<file path="src/xs128_pkg.sv">
`timescale 1ns / 1ps
// Shared types, constants and helper functions for the xoshiro128** generator.
// No dependencies; imported by every module of the block.
package xs128_pkg;

  typedef logic [31:0]       word_t;
  typedef logic [3:0][31:0]  words_t;

  // Result handed from the sequencer to the output stage
  typedef struct packed {
    logic   valid;
    word_t  value;
    words_t words;
  } res_t;

  localparam logic [1:0] MODE_GEN  = 2'd0;
  localparam logic [1:0] MODE_SEED = 2'd1;
  localparam logic [1:0] MODE_LOAD = 2'd2;

  localparam word_t SEED_MULT = 32'd1812433253;
  localparam word_t GEN_MUL1  = 32'd5;
  localparam word_t GEN_MUL2  = 32'd9;

  localparam int unsigned ROT_OUT   = 7;
  localparam int unsigned ROT_STATE = 11;
  localparam int unsigned SHL_STATE = 9;
  localparam int unsigned SEED_SHR  = 30;

  localparam word_t RESET_W0 = 32'd123456789;
  localparam word_t RESET_W1 = 32'd362436069;
  localparam word_t RESET_W2 = 32'd521288629;
  localparam word_t RESET_W3 = 32'd88675123;

  function automatic word_t rotl32(word_t v, int unsigned amt);
    return (v << amt) | (v >> (32 - amt));
  endfunction

  // xor/shift/rotate state update
  function automatic words_t advance(words_t s);
    word_t t;
    word_t w0;
    word_t w1;
    word_t w2;
    word_t w3;
    t  = s[1] << SHL_STATE;
    w2 = s[2] ^ s[0];
    w3 = s[3] ^ s[1];
    w1 = s[1] ^ w2;
    w0 = s[0] ^ w3;
    w2 = w2 ^ t;
    w3 = rotl32(w3, ROT_STATE);
    return {w3, w2, w1, w0};
  endfunction

endpackage

</file>
<file path="src/xs128_mul.sv">
`timescale 1ns / 1ps
// Shared 32x32 multiplier, low half of the product, one register stage.
// Depends on xs128_pkg.
module xs128_mul (
  input  logic              clk,
  input  xs128_pkg::word_t  mul_a,
  input  xs128_pkg::word_t  mul_b,
  output xs128_pkg::word_t  mul_p
);
  import xs128_pkg::*;

  word_t p_r;
  word_t p_nxt;

  assign p_nxt = mul_a * mul_b;

  always_ff @(posedge clk) begin
    p_r <= p_nxt;
  end

  assign mul_p = p_r;

endmodule

</file>
<file path="src/xs128_ctrl.sv">
`timescale 1ns / 1ps
// Sequencer and state words of the generator; drives the shared multiplier.
// Depends on xs128_pkg and xs128_mul.
module xs128_ctrl (
  input  logic              clk,
  input  logic              rst_n,
  input  logic              in_valid,
  output logic              in_ready,
  input  logic [1:0]        in_mode,
  input  xs128_pkg::word_t  in_seed_value,
  input  xs128_pkg::word_t  in_load_word0,
  input  xs128_pkg::word_t  in_load_word1,
  input  xs128_pkg::word_t  in_load_word2,
  input  xs128_pkg::word_t  in_load_word3,
  output xs128_pkg::res_t   res,
  input  logic              res_ready
);
  import xs128_pkg::*;

  localparam logic [2:0] ST_IDLE  = 3'd0;
  localparam logic [2:0] ST_GEN_B = 3'd1;
  localparam logic [2:0] ST_GEN_C = 3'd2;
  localparam logic [2:0] ST_SEED  = 3'd3;
  localparam logic [2:0] ST_RES   = 3'd4;

  logic [2:0] state_r;
  logic [2:0] state_nxt;
  logic [1:0] cnt_r;
  logic [1:0] cnt_nxt;
  words_t     s_r;
  words_t     s_nxt;
  word_t      value_r;
  word_t      value_nxt;
  word_t      mul_a;
  word_t      mul_b;
  word_t      mul_p;
  word_t      seed_word;

  xs128_mul u_mul (
    .clk   (clk),
    .mul_a (mul_a),
    .mul_b (mul_b),
    .mul_p (mul_p)
  );

  // product plus round index (1..4)
  assign seed_word = mul_p + {30'd0, cnt_r} + 32'd1;

  always_comb begin
    state_nxt = state_r;
    cnt_nxt   = cnt_r;
    s_nxt     = s_r;
    value_nxt = value_r;
    mul_a     = s_r[1];
    mul_b     = GEN_MUL1;
    case (state_r)
      ST_IDLE: begin
        if (in_valid) begin
          case (in_mode)
            MODE_GEN: begin
              // multiply reads the old word 1; advance the state at once
              mul_a     = s_r[1];
              mul_b     = GEN_MUL1;
              s_nxt     = advance(s_r);
              state_nxt = ST_GEN_B;
            end
            MODE_SEED: begin
              mul_a     = SEED_MULT;
              mul_b     = in_seed_value ^ (in_seed_value >> SEED_SHR);
              cnt_nxt   = 2'd0;
              state_nxt = ST_SEED;
            end
            MODE_LOAD: begin
              s_nxt     = {in_load_word3, in_load_word2, in_load_word1, in_load_word0};
              value_nxt = '0;
              state_nxt = ST_RES;
            end
            default: begin
              value_nxt = '0;
              state_nxt = ST_RES;
            end
          endcase
        end
      end
      ST_GEN_B: begin
        mul_a     = rotl32(mul_p, ROT_OUT);
        mul_b     = GEN_MUL2;
        state_nxt = ST_GEN_C;
      end
      ST_GEN_C: begin
        value_nxt = mul_p;
        state_nxt = ST_RES;
      end
      ST_SEED: begin
        s_nxt[cnt_r] = seed_word;
        mul_a        = SEED_MULT;
        mul_b        = seed_word ^ (seed_word >> SEED_SHR);
        if (cnt_r == 2'd3) begin
          value_nxt = '0;
          state_nxt = ST_RES;
        end else begin
          cnt_nxt = cnt_r + 2'd1;
        end
      end
      ST_RES: begin
        if (res_ready) begin
          state_nxt = ST_IDLE;
        end
      end
      default: begin
        state_nxt = ST_IDLE;
      end
    endcase
  end

  always_ff @(posedge clk) begin
    if (!rst_n) begin
      state_r <= ST_IDLE;
      cnt_r   <= 2'd0;
      s_r     <= {RESET_W3, RESET_W2, RESET_W1, RESET_W0};
    end else begin
      state_r <= state_nxt;
      cnt_r   <= cnt_nxt;
      s_r     <= s_nxt;
    end
  end

  always_ff @(posedge clk) begin
    value_r <= value_nxt;
  end

  assign in_ready  = (state_r == ST_IDLE);
  assign res.valid = (state_r == ST_RES);
  assign res.value = value_r;
  assign res.words = s_r;

  a_gen_seq: assert property (@(posedge clk) disable iff (!rst_n)
    (state_r == ST_IDLE && in_valid && in_mode == MODE_GEN)
      |=> state_r == ST_GEN_B ##1 state_r == ST_GEN_C ##1 state_r == ST_RES)
    else $error("generate sequence broken");

  a_load: assert property (@(posedge clk) disable iff (!rst_n)
    (state_r == ST_IDLE && in_valid && in_mode == MODE_LOAD)
      |=> (state_r == ST_RES && s_r[0] == $past(in_load_word0)
           && s_r[3] == $past(in_load_word3)))
    else $error("load did not reach state words");

  a_seed_end: assert property (@(posedge clk) disable iff (!rst_n)
    (state_r == ST_SEED && cnt_r == 2'd3) |=> state_r == ST_RES)
    else $error("reseed did not finish after four rounds");

  a_res_hold: assert property (@(posedge clk) disable iff (!rst_n)
    (state_r == ST_RES && !res_ready)
      |=> (state_r == ST_RES && $stable(s_r) && $stable(value_r)))
    else $error("pending result changed");

endmodule

</file>
<file path="src/xoshiro128ss_generator_core.sv">
`timescale 1ns / 1ps
// xoshiro128** generator top level: sequencer plus output register.
// Depends on xs128_pkg and xs128_ctrl. An item takes two (generate) or four (reseed) chained
// passes through the one shared multiplier; a new item is accepted once the previous result
// has moved into the output register, which may still be waiting for out_ready.
// Synchronous active-low reset restores the four default state words and empties the output.
module xoshiro128ss_generator_core (
  input  logic              clk,
  input  logic              rst_n,
  input  logic              in_valid,
  output logic              in_ready,
  input  logic [1:0]        in_mode,
  input  xs128_pkg::word_t  in_seed_value,
  input  xs128_pkg::word_t  in_load_word0,
  input  xs128_pkg::word_t  in_load_word1,
  input  xs128_pkg::word_t  in_load_word2,
  input  xs128_pkg::word_t  in_load_word3,
  output logic              out_valid,
  input  logic              out_ready,
  output xs128_pkg::word_t  out_random_value,
  output xs128_pkg::word_t  out_now_word0,
  output xs128_pkg::word_t  out_now_word1,
  output xs128_pkg::word_t  out_now_word2,
  output xs128_pkg::word_t  out_now_word3
);
  import xs128_pkg::*;

  res_t   res;
  logic   res_ready;
  logic   out_valid_r;
  logic   out_valid_nxt;
  word_t  value_r;
  words_t words_r;

  xs128_ctrl u_ctrl (
    .clk           (clk),
    .rst_n         (rst_n),
    .in_valid      (in_valid),
    .in_ready      (in_ready),
    .in_mode       (in_mode),
    .in_seed_value (in_seed_value),
    .in_load_word0 (in_load_word0),
    .in_load_word1 (in_load_word1),
    .in_load_word2 (in_load_word2),
    .in_load_word3 (in_load_word3),
    .res           (res),
    .res_ready     (res_ready)
  );

  // take a new result when the register is empty or its transfer completes
  assign res_ready = !out_valid_r || out_ready;

  always_comb begin
    out_valid_nxt = out_valid_r;
    if (res_ready) begin
      out_valid_nxt = res.valid;
    end
  end

  always_ff @(posedge clk) begin
    if (!rst_n) begin
      out_valid_r <= 1'b0;
    end else begin
      out_valid_r <= out_valid_nxt;
    end
  end

  always_ff @(posedge clk) begin
    if (res_ready && res.valid) begin
      value_r <= res.value;
      words_r <= res.words;
    end
  end

  assign out_valid        = out_valid_r;
  assign out_random_value = value_r;
  assign out_now_word0    = words_r[0];
  assign out_now_word1    = words_r[1];
  assign out_now_word2    = words_r[2];
  assign out_now_word3    = words_r[3];

endmodule

</file>
<file path="config.mk">
export PLATFORM = sky130hd
export DESIGN_NAME = xoshiro128ss_generator_core
export DESIGN_NICKNAME = d
export VERILOG_FILES = /design/src/xs128_pkg.sv /design/src/xs128_mul.sv /design/src/xs128_ctrl.sv /design/src/xoshiro128ss_generator_core.sv
export SDC_FILE = /design/constraint.sdc
export NUM_CORES = 1
export LEC_CHECK = 0
export BUFFER_PORTS_ARGS = -buffer_cell sky130_fd_sc_hd__buf_2
export CAP_MARGIN = 15
export CORE_ASPECT_RATIO = 0.7
export CORE_MARGIN = 3
export CORE_UTILIZATION = 60
export DETAILED_ROUTE_END_ITERATION = 8
export PLACE_DENSITY_LB_ADDON = 0.05
export SYNTH_ARGS = -nofsm -noshare
export SYNTH_HDL_FRONTEND = slang
export SYNTH_SLANG_ARGS = --single-unit
</file>
<file path="constraint.sdc">
create_clock -name clk -period 12.9 [get_ports clk]
set_clock_uncertainty 0.15 [all_clocks]
set_input_delay 2.58 -clock clk [delete_from_list [all_inputs] [get_ports clk]]
set_output_delay 2.58 -clock clk [all_outputs]
set_load 0.05 [all_outputs]
</file>
==> impl_metrics.env <==
export IMPL_crit_path_max_incr_delay_ns=0.86
export IMPL_syn2layout_area_growth_pct=13.9
export IMPL_antenna_cells=0
export IMPL_setup_viol=0
export IMPL_fin_crit_ns=10.58
export IMPL_grt_pass1_wl_mm=155
export IMPL_rows=68
export IMPL_ctsHoldBuffers=0
export IMPL_cp_top_family="adder cells"
export IMPL_slowest_stage="a21oi_1"
export IMPL_core_um2=49700
export IMPL_crit_arrival_ns=10.89
export IMPL_cts_buffers=34
export IMPL_setup_slack_ns=2.32
export IMPL_pre_cts_ws_ns=1.91
export IMPL_synth_area_um2=30400
export IMPL_vias=24500
export IMPL_io_pin_count=328
export IMPL_cts_tree="built"
export IMPL_dp_hpwl_mm=82.7
export IMPL_drc=0
export IMPL_cp_max_fo=33
export IMPL_dr_pass1_iters=9
export IMPL_syn_area_per_cell_um2=10.2
export IMPL_crit_top_cell="fa_1"
export IMPL_final_setup_tns_ns=0
export IMPL_drtIter0Drc=3369
export IMPL_synth_area_leaders="fa_1, edfxtp_1, dfxtp_1, inv_1, ha_1"
export IMPL_worstSetupPathType="in2reg"
export IMPL_n_fill_cell=3885
export IMPL_ant_nets=0
export IMPL_dieWidth_um=275
export IMPL_end_kind="flip-flop"
export IMPL_post_route_period_util=0.820
export IMPL_hold_viol=0
export IMPL_final_nets=4169
export IMPL_track_usage=0.397
export IMPL_ys_top_cells_by_count="inv_1, fa_1, edfxtp_1, nand2_1, o21ai_0"
export IMPL_synth_area_leader_cell="fa_1"
export IMPL_grt_antenna_before_repair=3
export IMPL_ys_ff_latch=358
export IMPL_cts_setup_buffers=0
export IMPL_stdcell_count=4155
export IMPL_routedWlPerCell_um=25.5
export IMPL_multi_input_area_um2=19600
export IMPL_via_per_inst=5.90
export IMPL_port_buffers=327
export IMPL_tightest_slew_ns=1.26
export IMPL_clk_pin_slew_ns=0.07
export IMPL_synthCells=2988
export IMPL_clockBufferDepth=3
export IMPL_routed_wl_mm=106
export IMPL_finalMaxSlewViolations=0
export IMPL_seqCellArea_um2=9090
export IMPL_status="complete, no violations"
export IMPL_critPathBufInv=7
export IMPL_synth_edf_count=192
export IMPL_htree_levels=2
export IMPL_yosysSeqAreaShare=0.299
export IMPL_max_slew_margin=0.159
export IMPL_initial_core_util=0.613
export IMPL_fin_hold_ws_ns=0.272
export IMPL_min_path_type="reg2reg"
export IMPL_grt_overflow_total=0
export IMPL_cts_resized_gates=0
export IMPL_clock_fmax_mhz=94.5
export IMPL_yosysWarnings=0
export IMPL_routabilityCongestion=0.984
export IMPL_grt_max_degree=103
export IMPL_synth_cell_types=85
export IMPL_start_kind="input pin"
export IMPL_crit_required_ns=13.20
export IMPL_clockRootBuffer="clkbuf_16"
export IMPL_clock_sinks=358
export IMPL_dieArea_um2=53500
export IMPL_dp_cells=4092
export IMPL_yosysMostFrequentCell="inv_1"
export IMPL_synth_async_reset_ratio=0
export IMPL_synth_ff_type="edfxtp_1"
export IMPL_drive_gt1_frac=0.142
export IMPL_cap_viol_max_count=0
export IMPL_worstSkewPairLatency_ns=0.54
export IMPL_yosysTopAreaCellShare=0.269
export IMPL_rsz0062_at_grt="no"
export IMPL_grt_pass1_vias=24500
export IMPL_dieHeight_um=194
## flip-flops by register name (all words and copies together) (netlist names)
signal,flops
u_ctrl.res,128
out_now_word1,32
out_now_word3,32
out_random_value,32
u_ctrl.state_r,3
out_now_word2,32
u_ctrl.u_mul.mul_p,32
out_now_word0,32
u_ctrl.cnt_r,2
out_valid,1
u_ctrl.value_r,32
## metal layers
layer,GRT usage,routed length (µm)
met3,0.149,17300
met5,0,23
met2,0.543,42700
met1,0.581,41500
met4,0.131,4200
## metrics by stage
stage | cell area (µm²) | utilization
after detailed placement | 33600 | 0.676
final | 34700 | 0.698
after global placement | 33600 | 0.676
after global routing | 34700 | 0.698
after CTS | 34600 | 0.697
after floorplan | 31300 | -
## worst register-to-register path, delay by kind of cell, from the launching register on
kind	cells	cell delay, ns
adders and majority gates	11	4.52
AOI/OAI and AO/OA	8	2.13
and+or+nand+nor	5	1.45
buffers and inverters	8	0.89
xor gates and xnor gates	2	0.63
DFF	1	0.43
## final cells by class
class	count	share of cell area
multi-input combinational	2160	0.567
sequential	358	0.262
timing repair buffer	378	0.0587
inverter	533	0.0578
clock buffer	46	0.0276
tap	665	0.0240
clock inverter	15	0.00318
## layout by cell type, fill, tap and decap left out, types with 35 or more instances in the layout
cell type / instances
xnor2_1: 174
a21o_1: 43
conb_1: 222
edfxtp_1: 192
nor2_1: 174
o21ai_0: 180
buf_2: 326
inv_1: 530
buf_4: 50
and2_1: 52
clkbuf_16: 35
dfxtp_1: 166
nor3b_1: 41
fa_1: 409
ha_1: 128
a221oi_1: 93
xor2_1: 83
a21oi_1: 121
nand2_1: 180
## cell families after synthesis
family	Yosys count	share of synthesized area
muxes	5	0.00181
buffers and inverters	690	0.0855
adders and majority gates	538	0.322
other	2	0.000247
AOI/OAI and AO/OA	578	0.127
DFF	358	0.299
and+or+nand+nor	555	0.0875
xor gates and xnor gates	262	0.0774
## path summary, 6_finish.rpt
path                                          to                             from  depth (start not counted)  slack (ns)
hold reg to reg    out_random_value[5]$_DFFE_PP_  u_ctrl.value_r[5]$_SDFFCE_PN0P_                          0        0.27
setup / recovery  u_ctrl.u_mul.mul_p[30]$_DFF_P_                       in_mode[1]                         28        2.32
setup reg to reg  u_ctrl.u_mul.mul_p[30]$_DFF_P_     u_ctrl.cnt_r[0]$_SDFFE_PN0P_                         34        2.63
hold / removal     out_random_value[5]$_DFFE_PP_  u_ctrl.value_r[5]$_SDFFCE_PN0P_                          0        0.27
Power is not shown: default switching activity piles up to over one toggle a cycle in this logic, so the estimate is an artifact.
